===== src/rtl/urs_pkg.sv =====
// Ultrasonic range scanner package: phase codes, register indexes, sizing
// constants and the structs shared by the ranging core and the top level.
// No dependencies.
package urs_pkg;

	localparam int NUM_SENSORS_DEF = 4;
	localparam int COUNT_BITS_DEF  = 16;

	localparam int DIST_W   = 10;
	localparam int SAFE_W   = 10;
	localparam int TMO_W    = 16;
	localparam int TRIG_W   = 8;
	localparam int CFG_W    = 16;
	localparam int LANES    = 4;
	localparam int SENS_W   = 2;

	// distance = ticks * 34300 / 2000000 = ticks * 343 / 20000
	localparam int REM_W    = 15;
	localparam logic [REM_W-1:0]  DIST_NUM = REM_W'(343);
	localparam logic [REM_W-1:0]  DIST_DEN = REM_W'(20000);
	localparam logic [DIST_W-1:0] DIST_MAX = '1;

	localparam logic [SAFE_W-1:0] SAFE_RST = SAFE_W'(30);
	localparam logic [TMO_W-1:0]  TMO_RST  = TMO_W'(30000);
	localparam logic [TRIG_W-1:0] TRIG_RST = TRIG_W'(10);

	typedef enum logic [1:0] {
		CFG_OBST_LIMIT    = 2'd0,
		CFG_ECHO_TIMEOUT  = 2'd1,
		CFG_TRIGGER_LEN   = 2'd2
	} cfg_idx_t;

	typedef enum logic [3:0] {
		PH_IDLE = 4'b0001,
		PH_TRIG = 4'b0010,
		PH_WAIT = 4'b0100,
		PH_HIGH = 4'b1000
	} phase_t;

	typedef struct packed {
		logic [SAFE_W-1:0] obst_limit;
		logic [TMO_W-1:0]  echo_timeout;
		logic [TRIG_W-1:0] trigger_len;
	} cfg_t;

	typedef struct packed {
		logic [LANES-1:0]  trigger_out;
		logic              busy_res;
		logic              distance_valid;
		logic [SENS_W-1:0] sensor_index;
		logic [DIST_W-1:0] distance_cm;
		logic              timed_out;
		logic [LANES-1:0]  obstacle_flags;
		logic              round_done;
	} result_t;

endpackage


===== src/rtl/urs_ranger.sv =====
// Ranging core: trigger/echo sequencer over the sensors, pulse timer with a
// running centimeter count, and obstacle flags. Result is combinational.
// Depends on urs_pkg.
module urs_ranger import urs_pkg::*; #(
	parameter int NUM_SENSORS = NUM_SENSORS_DEF,
	parameter int COUNT_BITS  = COUNT_BITS_DEF
) (
	input  logic             clk,
	input  logic             arst_n,
	input  logic             step,
	input  logic             start_round,
	input  logic [LANES-1:0] echo_levels,
	input  cfg_t             cfg,
	output result_t          res
);

	localparam int CMP_W = (COUNT_BITS > TMO_W) ? COUNT_BITS : TMO_W;
	localparam logic [SENS_W:0]       SENS_CNT = (SENS_W+1)'(NUM_SENSORS);
	localparam logic [COUNT_BITS-1:0] TICK_MAX = '1;

	phase_t                  phase_q, phase_n;
	logic [SENS_W-1:0]       sensor_q, sensor_n;
	logic [COUNT_BITS-1:0]   tick_q, tick_n, tick_inc;
	logic [LANES-1:0]        obst_q, obst_n;
	logic [DIST_W-1:0]       dist_q, dist_n;
	logic [REM_W-1:0]        rem_q, rem_n, rem_sum;
	logic                    echo, limit, finish, tmo, done, last;
	logic [LANES-1:0]        sbit, trig;
	logic [DIST_W-1:0]       dist_out;

	always_comb begin
		echo     = echo_levels[sensor_q];
		sbit     = LANES'(1) << sensor_q;
		limit    = (CMP_W'(tick_q) >= CMP_W'(cfg.echo_timeout)) || (tick_q == TICK_MAX);
		tick_inc = (tick_q != TICK_MAX) ? tick_q + 1'b1 : tick_q;
		rem_sum  = rem_q + DIST_NUM;
		last     = !(({1'b0, sensor_q} + 1'b1) < SENS_CNT);

		phase_n  = phase_q;
		sensor_n = sensor_q;
		tick_n   = tick_q;
		obst_n   = obst_q;
		dist_n   = dist_q;
		rem_n    = rem_q;
		trig     = '0;
		finish   = 1'b0;
		tmo      = 1'b0;
		done     = 1'b0;
		dist_out = '0;

		case (phase_q)
			PH_IDLE: begin
				if (start_round) begin
					phase_n  = PH_TRIG;
					sensor_n = '0;
					tick_n   = '0;
				end
			end
			PH_TRIG: begin
				trig   = sbit;
				tick_n = tick_inc;
				if (COUNT_BITS'(cfg.trigger_len) <= tick_inc) begin
					phase_n = PH_WAIT;
					tick_n  = '0;
				end
			end
			PH_WAIT: begin
				if (echo) begin
					phase_n = PH_HIGH;
					tick_n  = COUNT_BITS'(1);
					dist_n  = '0;
					rem_n   = DIST_NUM;
				end else if (limit) begin
					finish = 1'b1;
					tmo    = 1'b1;
				end else begin
					tick_n = tick_q + 1'b1;
				end
			end
			PH_HIGH: begin
				if (!echo) begin
					finish   = 1'b1;
					dist_out = dist_q;
				end else if (limit) begin
					finish = 1'b1;
					tmo    = 1'b1;
				end else begin
					tick_n = tick_q + 1'b1;
					if (rem_sum >= DIST_DEN) begin
						rem_n  = rem_sum - DIST_DEN;
						dist_n = (dist_q != DIST_MAX) ? dist_q + 1'b1 : dist_q;
					end else begin
						rem_n  = rem_sum;
					end
				end
			end
			default: begin
				phase_n = PH_IDLE;
			end
		endcase

		if (finish) begin
			if (tmo) begin
				dist_out = (cfg.obst_limit != DIST_MAX) ? cfg.obst_limit + 1'b1 : DIST_MAX;
			end
			if (dist_out < cfg.obst_limit) begin
				obst_n = obst_q | sbit;
			end else begin
				obst_n = obst_q & ~sbit;
			end
			tick_n = '0;
			if (!last) begin
				sensor_n = sensor_q + 1'b1;
				phase_n  = PH_TRIG;
			end else begin
				sensor_n = '0;
				phase_n  = PH_IDLE;
				done     = 1'b1;
			end
		end

		res.trigger_out    = trig;
		res.busy_res       = (phase_n != PH_IDLE);
		res.distance_valid = finish;
		res.sensor_index   = finish ? sensor_q : '0;
		res.distance_cm    = dist_out;
		res.timed_out      = tmo;
		res.obstacle_flags = obst_n;
		res.round_done     = done;
	end

	always_ff @(posedge clk or negedge arst_n) begin
		if (!arst_n) begin
			phase_q  <= PH_IDLE;
			sensor_q <= '0;
			tick_q   <= '0;
			obst_q   <= '0;
			dist_q   <= '0;
			rem_q    <= '0;
		end else if (step) begin
			phase_q  <= phase_n;
			sensor_q <= sensor_n;
			tick_q   <= tick_n;
			obst_q   <= obst_n;
			dist_q   <= dist_n;
			rem_q    <= rem_n;
		end
	end

endmodule


===== src/rtl/ultrasonic_range_scanner.sv =====
// Ultrasonic range scanner top level: configuration registers, ranging core
// and the registered result stage. Depends on urs_pkg and urs_ranger.
//
// Usage: every transfer on the s_ channel is one microsecond tick carrying
// a start request and the four echo levels. Every accepted tick yields
// exactly one result transfer on the m_ channel: trigger drive, busy,
// completion of a sensor measurement (m_tuser) with its index, distance
// and timeout mark, the obstacle flags, and end of round on m_tlast.
// Each accepted tick's result is registered in the result register.
// Throughput is one tick per cycle while s_tready is high;
// the per-tick update is a single pass from the state registers through
// the sequencer, pulse timer and centimeter counter.
// When m_tready is low, the result register holds and s_tready drops
// only while that result is still waiting; a tick is taken in the same
// cycle the waiting result leaves. Reset puts the sequencer in idle,
// clears obstacle flags and counters, empties the result register and
// loads the default thresholds (30 cm, 30000 ticks, 10 tick trigger).
// Write configuration on cfg_we only while no round is in progress.
module ultrasonic_range_scanner import urs_pkg::*; #(
	parameter int NUM_SENSORS = NUM_SENSORS_DEF,
	parameter int COUNT_BITS  = COUNT_BITS_DEF
) (
	input  logic             clk,
	input  logic             arst_n,
	input  logic             cfg_we,
	input  logic [1:0]       cfg_index,
	input  logic [CFG_W-1:0] cfg_wdata,
	input  logic             s_tvalid,
	output logic             s_tready,
	input  logic [7:0]       s_tdata,  // start_round, echo_levels[3:0]
	output logic             m_tvalid,
	input  logic             m_tready,
	output logic [23:0]      m_tdata,  // trigger_out[3:0], busy_res, sensor_index[1:0],
	                                   // distance_cm[9:0], timed_out, obstacle_flags[3:0]
	output logic             m_tuser,  // distance_valid
	output logic             m_tlast   // round_done
);

	cfg_t    cfg_q;
	result_t res, res_q;
	logic    out_valid_q;
	logic    step;

	assign s_tready = !out_valid_q || m_tready;
	assign step     = s_tvalid && s_tready;

	always_ff @(posedge clk or negedge arst_n) begin
		if (!arst_n) begin
			cfg_q.obst_limit    <= SAFE_RST;
			cfg_q.echo_timeout  <= TMO_RST;
			cfg_q.trigger_len   <= TRIG_RST;
		end else if (cfg_we) begin
			case (cfg_idx_t'(cfg_index))
				CFG_OBST_LIMIT:    cfg_q.obst_limit    <= cfg_wdata[SAFE_W-1:0];
				CFG_ECHO_TIMEOUT:  cfg_q.echo_timeout  <= cfg_wdata[TMO_W-1:0];
				CFG_TRIGGER_LEN:   cfg_q.trigger_len   <= cfg_wdata[TRIG_W-1:0];
				default: ;
			endcase
		end
	end

	urs_ranger #(
		.NUM_SENSORS (NUM_SENSORS),
		.COUNT_BITS  (COUNT_BITS)
	) u_ranger (
		.clk         (clk),
		.arst_n      (arst_n),
		.step        (step),
		.start_round (s_tdata[0]),
		.echo_levels (s_tdata[4:1]),
		.cfg         (cfg_q),
		.res         (res)
	);

	always_ff @(posedge clk or negedge arst_n) begin
		if (!arst_n) begin
			out_valid_q <= 1'b0;
		end else if (step) begin
			out_valid_q <= 1'b1;
		end else if (m_tready) begin
			out_valid_q <= 1'b0;
		end
	end

	always_ff @(posedge clk) begin
		if (step) begin
			res_q <= res;
		end
	end

	assign m_tvalid = out_valid_q;
	assign m_tuser  = res_q.distance_valid;
	assign m_tlast  = res_q.round_done;
	assign m_tdata  = {2'b00, res_q.obstacle_flags, res_q.timed_out, res_q.distance_cm,
		res_q.sensor_index, res_q.busy_res, res_q.trigger_out};

endmodule


===== config.mk =====
export PLATFORM = sky130hd
export DESIGN_NAME = ultrasonic_range_scanner
export DESIGN_NICKNAME = d
export VERILOG_FILES = /design/src/rtl/urs_pkg.sv /design/src/rtl/urs_ranger.sv /design/src/rtl/ultrasonic_range_scanner.sv
export SDC_FILE = /design/constraint.sdc
export NUM_CORES = 1
export LEC_CHECK = 0
export BUFFER_PORTS_ARGS = -buffer_cell sky130_fd_sc_hd__buf_2
export CORE_ASPECT_RATIO = 1.75
export CORE_MARGIN = 3
export CORE_UTILIZATION = 50
export CTS_CLUSTER_SIZE = 30
export DETAILED_ROUTE_END_ITERATION = 6
export PLACE_DENSITY_LB_ADDON = 0.05
export SLEW_MARGIN = 10
export SYNTH_ARGS = -nofsm -noshare
export SYNTH_HDL_FRONTEND = slang
export SYNTH_SLANG_ARGS = --single-unit

===== constraint.sdc =====
create_clock -name clk -period 13.02 [get_ports clk]
set_clock_uncertainty 0.2 [all_clocks]
set_input_delay 0.651 -clock clk [delete_from_list [all_inputs] [get_ports clk]]
set_output_delay 0.651 -clock clk [all_outputs]
set_load 0.02 [all_outputs]

=== Word-level counts from Yosys, hierarchy flattened ===
Cells that the tools add are included.
Widths: inputs -> output; s select.

* Mux-type cells: 47
* Shifts and indexed selects: 1
* Bitwise logic cells: 3
* Equality and inequality tests: 18
* Reductions and logical operators: 17
* Add/sub/neg operators: 7
* Order comparisons: 6

{| class="wikitable"
|+ Operator list
! operator !! count
|-
| $mux 16 || 7
|-
| $mux 10 || 10
|-
| $pmux 16 s4 || 1
|-
| $mux 15 || 4
|-
| $pmux 15 s2 || 1
|-
| $mux 4 || 6
|-
| $add 10x1->10 const B || 2
|-
| $ne 10x10->1 const B || 2
|-
| $pmux 10 s2 || 1
|-
| $add 16x1->16 const B || 1
|-
| $eq 16x16->1 const B || 1
|-
| $ge 16x16->1 || 1
|-
| $le 8x16->1 || 1
|-
| $ne 16x16->1 const B || 1
|-
| $pmux 4 s4 || 1
|-
| $add 15x9->15 const B || 1
|-
| $ge 15x15->1 const B || 1
|-
| $sub 15x15->15 const B || 1
|-
| $lt 10x10->1 || 1
|-
| $mux 2 || 5
|-
| $mux 1 || 8
|-
| $ne 2x1->1 const B || 4
|-
| $reduce_bool 2->1 || 4
|-
| $reduce_and 2->1 || 3
|-
| other kinds (29) || 31
|}

* Logic and storage cells: 117
* Output and inout bits: 28
* Input bits: 31
* Flip-flop bits (word level): 110

=== Longest topological paths before layout ===
Gate-level depths: netlist of run 1.

* Depth after elaboration: 10
* Mapped depth: 19
* Depth with buffers taken out: 18

=== By module ===
Synthesis of run 1 repeated with hierarchy kept, for this count alone.

* Cells, all modules: 749
* Area total of the unflattened synthesis: 7206.9 um^2

{| class="wikitable"
|+ Modules (own cells, without submodules)
! module !! seq. area each (um^2) !! times used !! area each (um^2) !! cells each
|-
| urs_ranger || 1277.5 || 1 || 5069.9 || 645
|-
| ultrasonic_range_scanner || 1612.8 || 1 || 2137.0 || 104
|}

=== Worst setup path after synthesis of run 1 ===
No wires, ideal clock.

* Path type: reg2reg
* Start: register u_ranger.tick_q[0]
* End: register res_q, in the netlist m_tdata[21], data pin
* Path buffers: 1
* Cell stages (with the launch flop): 20
* Setup time: 132 ps
* Arrival: 4242 ps
* Slack: 8446 ps
* Path through: dfrtp_1 -> inv_1 -> ha_1 -> nand2b_1 -> a2111oi_0 -> o21ai_1 -> a2111o_1 -> nand3_1 -> clkbuf_1 -> a21oi_1 -> a21o_1 -> ha_1 -> a21o_1 -> a21o_1 -> a21oi_1 -> nor2_1 -> a2111oi_0 -> nor2_1 -> a211oi_2 -> mux2_1

{| class="wikitable"
|+ RTL lines
! item !! line !! source
|-
| start: declaration || urs_ranger.sv:23 || <nowiki>logic [COUNT_BITS-1:0] tick_q, tick_n, tick_inc;</nowiki>
|-
| start signal: assignment || urs_ranger.sv:143 || <nowiki>tick_q <= tick_n;</nowiki>
|-
| end signal: assignment || ultrasonic_range_scanner.sv:87 || <nowiki>res_q <= res;</nowiki>
|-
| end: declaration || ultrasonic_range_scanner.sv:40 || <nowiki>result_t res, res_q;</nowiki>
|}

==> results of run 1 <==
-- logic make-up after synthesis --
logic type,Yosys count,synth area share
DFF,110,0.397
other,1,0.000515
adders and majority gates,43,0.0739
buffers and inverters,85,0.0509
xor gates and xnor gates,21,0.0253
AOI/OAI and AO/OA,206,0.193
and+or+nand+nor,277,0.196
muxes,40,0.0626
-- sequential cells by signal, indices dropped and copies added, names as in the netlist --
register	cells
m_tvalid	1
m_tuser	1
u_ranger.dist_q	10
cfg_q	34
u_ranger.rem_q	15
m_tdata	22
u_ranger.tick_q	16
u_ranger.phase_q	4
m_tlast	1
u_ranger.sensor_q	2
u_ranger.obst_q	4
-- through the flow --
stage,setup slack (ns),utilization,total power [mW]
2_1_floorplan,8.45,-,0.644
3_3_place_gp,7.11,0.542,0.709
3_5_place_dp,6.98,0.542,0.720
4_1_cts,6.95,0.565,1.01
5_1_grt,6.45,0.565,1.06
6_report,6.88,0.565,1.00
-- what timing repair did --
action	4_1_cts	5_1_grt
endpoints found under the hold margin	2	0
setup endpoints to repair	0	0
hold buffers	1	0
-- per-layer routing --
| metal | part of all wire | wire length, um | track usage |
|---|---|---|---|
| met4 | 0.039 | 702 | 0.110 |
| met3 | 0.025 | 451 | 0.0277 |
| met5 | 0 | 0 | 0 |
| met2 | 0.55 | 10000 | 0.444 |
| met1 | 0.38 | 6950 | 0.239 |
-- worst paths after layout --
kind	start	end	slack (ns)	depth (start not counted)
worst max-delay path	u_ranger.tick_q[0]$_DFFE_PN0P_	m_tdata[21]$_DFFE_PP_	6.88	17
worst min-delay path	u_ranger.obst_q[3]$_DFFE_PN0P_	u_ranger.obst_q[3]$_DFFE_PN0P_	0.30	1
worst max register to register	u_ranger.tick_q[0]$_DFFE_PN0P_	m_tdata[21]$_DFFE_PP_	6.88	17
worst min register to register	u_ranger.obst_q[3]$_DFFE_PN0P_	u_ranger.obst_q[3]$_DFFE_PN0P_	0.30	1
max in group asynchronous	arst_n	u_ranger.rem_q[12]$_DFFE_PN0P_	10.94	3
min in group asynchronous	arst_n	cfg_q[11]$_DFFE_PN0P_	0.54	2
-- power breakdown --
part	internal, mW	switching [mW]	leakage, nW
clock network	0.139	0.146	0.151
logic	0.106	0.151	2.02
registers	0.400	0.0583	1.33
-- placed cells by master (no fill, tap or decap), types with 4 or more instances in the layout --
cell,Yosys,routed
buf_4,8,5
a21o_1,17,17
o211ai_1,4,4
buf_2,11,52
nand3_1,39,39
dfrtp_1,72,72
dfstp_2,14,14
nand2_1,68,68
and2_1,10,10
a21oi_1,25,25
or3_1,6,6
nand2b_1,9,9
o21ai_1,13,13
edfxtp_1,24,24
a21boi_0,4,4
nor2b_1,6,6
and3_1,15,15
mux2_2,29,29
mux2i_1,5,5
o21a_1,4,4
xnor2_1,19,19
a31oi_1,17,17
nand4_1,15,15
nor3_1,18,18
nor4_1,4,4
o22ai_1,5,5
o21ai_0,55,55
mux2_1,5,5
ha_1,43,43
o22a_1,4,4
nor2_1,54,54
o31a_1,5,5
inv_1,47,47
a22o_1,4,4
clkbuf_16,0,9
o31ai_1,9,9
-- worst max-delay path, cell delays in order, from the launching register on --
cell and delay [ns]:
dfrtp_1 0.47, ha_1 0.27, nand3_1 0.36, or4_4 0.63
nor3_2 0.68, a2111o_1 0.31, nand3_1 0.42, a21oi_1 0.33
a21o_1 0.13, ha_1 0.25, a21o_1 0.17, a21o_1 0.18
a21oi_1 0.17, nor2_1 0.06, a2111oi_0 0.38, nor2_1 0.12
a211oi_2 0.63, mux2_1 0.24
-- layout make-up --
| cell class | count | area [um^2] |
|---|---|---|
| well taps | 177 | 221 |
| inverters | 48 | 180 |
| multi-input cells | 589 | 4020 |
| clock buffers | 9 | 225 |
| flip-flops and latches | 110 | 2890 |
| fillers | 1266 | 6110 |
| repair buffers | 58 | 308 |
| clock inverters | 7 | 86.3 |
==> results.txt, run 1 <==
critical path peak fanout: 14
required time of the worst setup path: 13.04 ns
die area: 0.0161 mm^2
final wirelength: 18.1 mm
Post-CTS Setup Bufs: 0
via count: 6087
Yosys reg bits: 110
Max-cap violations: 0
top cell type's share of synthesized area: 0.248
synth unique cells: 87
Pleak: 3.50 nW
post-synth top area cell: dfrtp_1
ys flop type: dfrtp_1
final hold violations: 0
Slew Viols, Final: 0
TritonCTS clock tree: done
all-layer global routing usage: 0.228
die width: 97.2 um
Post-synth EDFFs: 24
final std cells w/o fill: 998
timing-limited maximum frequency: 163 MHz
Synth-to-Final Area Change: 9.06%
PD cells: 126 mW/mm^2
outcome: finished, final reports clean
initial antenna violation count: 0
total congestion overflow: 0
Synth Area per Inst: 9.29 um^2
sequential-to-total area share from yosys stat: 0.397
synth warn: 0
Placer Congestion: 0.949
clk slew on worst S/H paths: 0.08 ns
setup TNS: 0 ns
post-synthesis async set-or-reset flop share: 0.782
fin area: 0.00794 mm^2
RSZ-0062 raised after global routing: no
CP endpoint kind: flip-flop
Final ANT Viol Nets: 0
number of diodes: 0
# clock sinks: 110
CP Data Arrival Time: 6.16 ns
layout cells sized above 1: 0.169
WL/cell: 18.2 um
Post-DP HPWL: 13.8 mm
Post-Syn Area: 0.00728 mm^2
# IOs: 59
Nets: 890
first-pass GRT wire length: 29.6 mm
Crit Path Category: reg2reg
most frequent cells after synthesis: dfrtp_1, nand2_1, o21ai_0
via density per instance: 6.10
Bufs on Longest Clock Path: 2
vias in the first global route: 6071
Initial DRC Count: 294
Pre-antenna DRT Iters: 5
H-tree depth: 3
DP Cell Count: 981
# DRC: 0
top post-synthesis cells by area: dfrtp_1, edfxtp_1, ha_1
Placement Cell Area: 0.00761 mm^2
CTS buffer count: 9
Root Driver: clkbuf_16
slew margin rel.: 0.283
worst hold path type: reg2reg
core area: 0.0140 mm^2
post_cts resized: 0
Port Buf Inserts: 53
CP startpoint kind: flip-flop
clk_lat worst skew: 0.36 ns
minimum hold slack: 0.299 ns
Peak supply drop: 0.0957 mV
Mapped Cells: 783
Final setup viols: 0
crit share post-route: 0.472
Die H: 166 um
most frequent cell after synthesis: dfrtp_1
num rows: 57
fin crit period: 6.14 ns
Initial Util: 0.518
largest net degree at the start of global routing: 63
Slew @ Worst Pin: 1.07 ns
(Power assumes the default switching activity.)
==> run 2, diff against run 1 <==
ABC_AREA = 1   (was default)
clock period = 5.6 ns   (was 13.02 ns; I/O delays follow)
==> run 2 against run 1 <==
Compared with the run above: clock power rose by 110%; synthesized area decreased by 0.96%; cell area rose by 0.74%; register-to-register slack worse by 5.4 ns; critical path type unchanged; cell count increased by 19%; sequential power is 120% higher; global-route usage is 1.4 points lower; maximum frequency up 49%; combinational power rose to 2.8 times the previous value; first-iteration DRC count is 13% lower.
==> results.txt, run 2 <==
outcome: finished, final reports clean
Pre-antenna DRT Iters: 4
CP Data Arrival Time: 4.16 ns
Max-cap violations: 0
Port Buf Inserts: 53
TritonCTS clock tree: done
Mapped Cells: 949
top cell type's share of synthesized area: 0.250
most frequent cell after synthesis: nand2_1
post-synth top area cell: dfrtp_1
clk_lat worst skew: 0.35 ns
Crit Path Category: reg2reg
core area: 0.0140 mm^2
CTS buffer count: 9
critical-path cell list: ha_1, nand3_2, nor2_4, nand3_2, nor2_2, nor2_1, nand2_4, nand2_1, inv_1, nand2_1, o21ai_0, ha_1, a21oi_1, nor2_1, a211oi_1, o221a_2, nand2_1, nand2_1, and2_1
most frequent cells in the layout: nand2_1, inv_1, nor2_1, nand3_1, dfrtp_1
hold path depth: 3
total congestion overflow: 0
PD cells: 294 mW/mm^2
Post-Syn Area: 0.00721 mm^2
Hold Path End: cfg_q[27]$_DFFE_PN1P_
post_cts resized: 0
vias in the first global route: 5985
# clock sinks: 110
Post-synth EDFFs: 24
Final ANT Viol Nets: 0
RR Startpoint: u_ranger.tick_q[1]$_DFFE_PN0P_
Nets: 1082
# IOs: 59
sequential-to-total area share from yosys stat: 0.401
synth warn: 0
all-layer global routing usage: 0.213
# DRC: 0
Largest register FFs: 34
Yosys reg bits: 110
reg2reg path depth: 19
RSZ-0062 raised after global routing: no
CTS Hold Bufs: 9
reg-to-reg endpoint: m_tdata[21]$_DFFE_PP_
most common cell after layout, fill and taps aside: nand2_1
Post-DP HPWL: 12.5 mm
required time of the worst setup path: 5.63 ns
CP endpoint kind: flip-flop
Worst R2R Setup Slack: 1.47 ns
Synth-to-Final Area Change: 10.9%
number of diodes: 0
first-pass GRT wire length: 27.7 mm
CP max stage delay: 0.47 ns
Bufs on Longest Clock Path: 2
fin crit period: 4.13 ns
top post-synthesis cells by area: dfrtp_1, nand2_1, edfxtp_1
final wirelength: 16.4 mm
Initial DRC Count: 257
die area: 0.0159 mm^2
timing-limited maximum frequency: 242 MHz
critical path peak fanout: 11
CP startpoint kind: flip-flop
Initial Util: 0.515
crit path buf inv count: 1
Peak supply drop: 0.137 mV
post-synthesis async set-or-reset flop share: 0.782
most frequent cells after synthesis: nand2_1, inv_1, nor2_1
WL/cell: 13.8 um
Die H: 165 um
worst hold path type: in2reg
crit share post-route: 0.738
CP delay by family, top: simple AND/OR/NAND/NOR gates
most frequent CP cell: nand2_1
Pleak: 4.09 nW
Slew Viols, Final: 0
Final setup viols: 0
clk slew on worst S/H paths: 0.07 ns
area of the multi-input gates: 0.00371 mm^2
largest net degree at the start of global routing: 56
# fillers: 1376
H-tree depth: 3
Post-CTS Setup Bufs: 0
setup TNS: 0 ns
synth unique cells: 52
die width: 96.7 um
initial antenna violation count: 0
slowest stage cell, crit path: dfrtp_1
via density per instance: 5.18
via count: 6160
slew margin rel.: 0.304
Synth Area per Inst: 7.59 um^2
post-layout util: 0.572
Placer Congestion: 0.885
hold_sp: cfg_wdata[3]
register area: 0.00289 mm^2
layout cells sized above 1: 0.129
final hold violations: 0
Root Driver: clkbuf_16
Slew @ Worst Pin: 1.04 ns
Biggest register: cfg_q
minimum hold slack: 0.0110 ns
num rows: 57
ys flop type: dfrtp_1
run 2: final cells by class:
class,instances,share of cell area
clock buffer,9,0.0282
clock inverter,7,0.00626
inverter,138,0.0651
multi-input combinational,685,0.465
sequential,110,0.362
tap,177,0.0277
timing repair buffer,64,0.0466
run 2: cell families after synthesis:
| kind of cell | synth area share |
|---|---|
| compound gates | 0.112 |
| xor+xnor | 0.0293 |
| fa+ha+maj | 0.0747 |
| buf+inv | 0.0840 |
| flops | 0.401 |
| other cells | 0.000520 |
| simple gates | 0.298 |
run 2: power breakdown:
| part | switching (mW) | internal (mW) |
|---|---|---|
| clock | 0.304 | 0.303 |
| sequential | 0.0827 | 0.943 |
| combinational | 0.484 | 0.233 |
| total | 0.870 | 1.48 |
run 2: how the worst max path moves through the flow:
stage | cells past startpoint | endpoint | slack (ns) | from
floorplan | 19 | m_tdata[21]$_DFFE_PP_ | 2.22 | cfg_q[18]$_DFFE_PN1P_
global route | 18 | m_tdata[18]$_DFFE_PP_ | 1.17 | u_ranger.tick_q[1]$_DFFE_PN0P_
finish | 19 | m_tdata[21]$_DFFE_PP_ | 1.47 | u_ranger.tick_q[1]$_DFFE_PN0P_
CTS | 19 | m_tdata[21]$_DFFE_PP_ | 1.44 | u_ranger.tick_q[1]$_DFFE_PN0P_
detailed placement | 19 | m_tdata[21]$_DFFE_PP_ | 1.46 | u_ranger.tick_q[1]$_DFFE_PN0P_
global placement | 19 | m_tdata[21]$_DFFE_PP_ | 1.48 | u_ranger.tick_q[1]$_DFFE_PN0P_
run 2: per-layer routing:
metal,vias to the layer above,share of wire,track usage
li1,3205,-,-
met1,2849,0.41,0.237
met2,80,0.54,0.410
met3,26,0.024,0.0287
met4,0,0.025,0.0799
met5,-,0,0
run 2: stage by stage:
stage / power, mW / std cells / setup slack (ns) / cell area (um^2)
after floorplan: 1.57 / 950 / 2.22 / 7210
after global placement: 1.75 / 1165 / 1.48 / 7630
after detailed placement: 1.76 / 1165 / 1.46 / 7630
after CTS: 2.38 / 1190 / 1.44 / 7990
after global routing: 2.53 / 1190 / 1.17 / 7990
final: 2.35 / 1190 / 1.47 / 7990
run 2: worst register-to-register path, delay by kind of cell (launching register included):
kind,cells,cell delay [ns]
adders and majority gates,2,0.51
buffers and inverters,1,0.25
DFF,1,0.47
AOI/OAI and AO/OA,4,0.67
and+or+nand+nor,12,1.91
==> run 3, diff against run 2 <==
clock period = 3.5 ns   (was 5.6 ns; I/O delays follow)
==> run 3 against run 2 <==
Compared with the run above: hold slack gained 0.0028 ns; die area unchanged; sequential power grew 59%; non-clock buffer count is 51 higher; critical path depth up 2; largest power group unchanged; via count up 4.0%; cell count increased by 4.3%; sequential cell count unchanged; power rose by 68%; register-to-register slack got worse by 1.2 ns; cell area up 6.2%; sequential share of layout area down 2.1 points; critical endpoint unchanged.
==> results.txt, run 3 (synthesis results as in run 2) <==
outcome: finished, final reports clean
vias in the first global route: 6191
Psw: 1.44 mW
timing-limited maximum frequency: 307 MHz
RR Startpoint: cfg_q[13]$_DFFE_PN1P_
grt met3 use: 0.0275
Root Driver: clkbuf_16
final hold violations: 0
PD cells: 465 mW/mm^2
die width: 96.7 um
clock share of power: 0.267
# clock sinks: 110
CP endpoint kind: flip-flop
Pre-antenna DRT Iters: 4
Slew @ Worst Pin: 1.02 ns
Biggest register: cfg_q
Die H: 165 um
# DRC: 0
worst hold path type: in2reg
CP Data Arrival Time: 3.17 ns
switching share of total power: 0.366
Initial Util: 0.515
Pint: 2.50 mW
CTS buffer count: 9
Final setup viols: 0
Worst R2R Setup Slack: 0.25 ns
WL/cell: 14.1 um
Comb power frac: 0.318
Max-cap violations: 0
gr busiest metal: met2
final wirelength: 17.5 mm
fin crit period: 3.25 ns
largest net degree at the start of global routing: 47
Crit Path Category: reg2reg
Pleak: 4.37 nW
clk_lat worst skew: 0.36 ns
Peak supply drop: 0.218 mV
fin area: 0.00849 mm^2
number of diodes: 0
Port Buf Inserts: 53
total congestion overflow: 0
CP max stage delay: 0.53 ns
Initial DRC Count: 235
most frequent CP cell: nand2_1
part of the power in registers: 0.415
clk slew on worst S/H paths: 0.08 ns
Post-DP HPWL: 13.3 mm
slew margin rel.: 0.320
Synth-to-Final Area Change: 17.8%
via count: 6405
met1 usage: 0.237
reg-to-reg endpoint: m_tdata[21]$_DFFE_PP_
CP startpoint kind: flip-flop
via density per instance: 5.16
first-pass GRT wire length: 28.5 mm
all-layer global routing usage: 0.221
Final ANT Viol Nets: 0
Hold Path End: u_ranger.phase_q[1]$_DFFE_PN0P_
required time of the worst setup path: 3.41 ns
initial antenna violation count: 0
Nets: 1133
most frequent cells in the layout: nand2_1, inv_1, nor2_1, nand3_1, dfrtp_1
slowest stage cell, crit path: dfstp_2
# IOs: 59
grt met2 use: 0.427
Placer Congestion: 0.872
crit share post-route: 0.930
Bufs on Longest Clock Path: 2
hold path depth: 5
critical-path cell list: inv_1, ha_1, nand2_1, nand2_1, nand2_1, nand2_1, nor2_1, nand2_1, nand2_1, nand2_4, nand2_2, buf_6, o22ai_1, ha_1, nand2_1, nor2_1, a211oi_1, o221a_2, nand2_4, nand2_1, and2_1
reg2reg path depth: 21
Largest register FFs: 34
die area: 0.0159 mm^2
core area: 0.0140 mm^2
layout cells sized above 1: 0.179
DP Cell Count: 1205
setup TNS: 0 ns
H-tree depth: 3
TritonCTS clock tree: done
hold_sp: s_tdata[0]
Slew Viols, Final: 0
most common cell after layout, fill and taps aside: nand2_1
final std cells w/o fill: 1241
Placement Cell Area: 0.00793 mm^2
num rows: 57
critical path peak fanout: 8
==> run 3: cell types whose count changed in the layout (fill, tap and decap cells not counted), moves of 3 or more <==
cell           previous run  this run
o21ai_1                   3         6
nand2_1                 263       258
nor2_1                   78        74
dlygate4sd3_1             9        18
o21ai_0                  69        66
buf_4                     3        44
nand2_2                   7        11
==> run 3: area by class of cell <==
| cell class | count | area, um^2 |
|---|---|---|
| inverters | 138 | 520 |
| multi-input cells | 685 | 3770 |
| repair buffers | 115 | 782 |
| clock buffers | 10 | 229 |
| well taps | 177 | 221 |
| flip-flops and latches | 110 | 2890 |
| clock inverters | 6 | 70.1 |
| fillers | 1347 | 5490 |
==> run 3: worst max-delay path by stage <==
stage	startpoint	end	slack [ns]	depth (start not counted)
floorplan	cfg_q[18]$_DFFE_PN1P_	m_tdata[21]$_DFFE_PP_	0.12	19
global placement	cfg_q[18]$_DFFE_PN1P_	m_tdata[21]$_DFFE_PP_	0.05	19
detailed placement	cfg_q[18]$_DFFE_PN1P_	m_tdata[21]$_DFFE_PP_	-0.01	19
CTS	u_ranger.tick_q[0]$_DFFE_PN0P_	u_ranger.tick_q[3]$_DFFE_PN0P_	0.06	23
global route	u_ranger.tick_q[1]$_DFFE_PN0P_	u_ranger.tick_q[3]$_DFFE_PN0P_	-0.03	21
finish	cfg_q[13]$_DFFE_PN1P_	m_tdata[21]$_DFFE_PP_	0.25	21
==> run 3: timing repair <==
item | in CTS | in global routing
hold endpoints to repair | 75 | 0
pin swaps | 0 | 7
gates resized for setup | 1 | 23
hold buffers | 18 | 0
setup endpoints to repair | 1 | 18
buffers inserted | 0 | 2
==> run 3: power by group through the flow <==
stage / logic (mW) / registers (mW) / clock network [mW]
2_1_floorplan: 0.849 / 1.67 / 0
3_3_place_gp: 1.20 / 1.66 / 0
3_5_place_dp: 1.23 / 1.66 / 0
4_1_cts: 1.25 / 1.64 / 1.07
5_1_grt: 1.44 / 1.66 / 1.12
6_report: 1.25 / 1.64 / 1.05
==> run 3: metal layers <==
metal	vias up	part of all wire
met1	2959	0.40
met3	44	0.022
met4	0	0.036
met2	95	0.54
met5	-	0
li1	3307	-
==> run 3: critical path: cells and delay by family (launching register included) <==
kind                       cells  cell delay, ns
and+or+nand+nor               14            1.10
adders and majority gates      2            0.59
DFF                            1            0.53
AOI/OAI and AO/OA              3            0.40
buffers and inverters          2            0.17
==> run 3: per-stage QoR <==
stage | hold slack (ns) | total power, mW | utilization | setup WS, ns
6_report | 0.0138 | 3.95 | 0.607 | 0.246
5_1_grt | 0.0384 | 4.22 | 0.607 | -0.0314
4_1_cts | 0.000356 | 3.95 | 0.602 | 0.0627
3_5_place_dp | 0.0340 | 2.89 | 0.567 | -0.0112
3_3_place_gp | 0.0304 | 2.86 | 0.567 | 0.0511
2_1_floorplan | -0.321 | 2.52 | - | 0.125
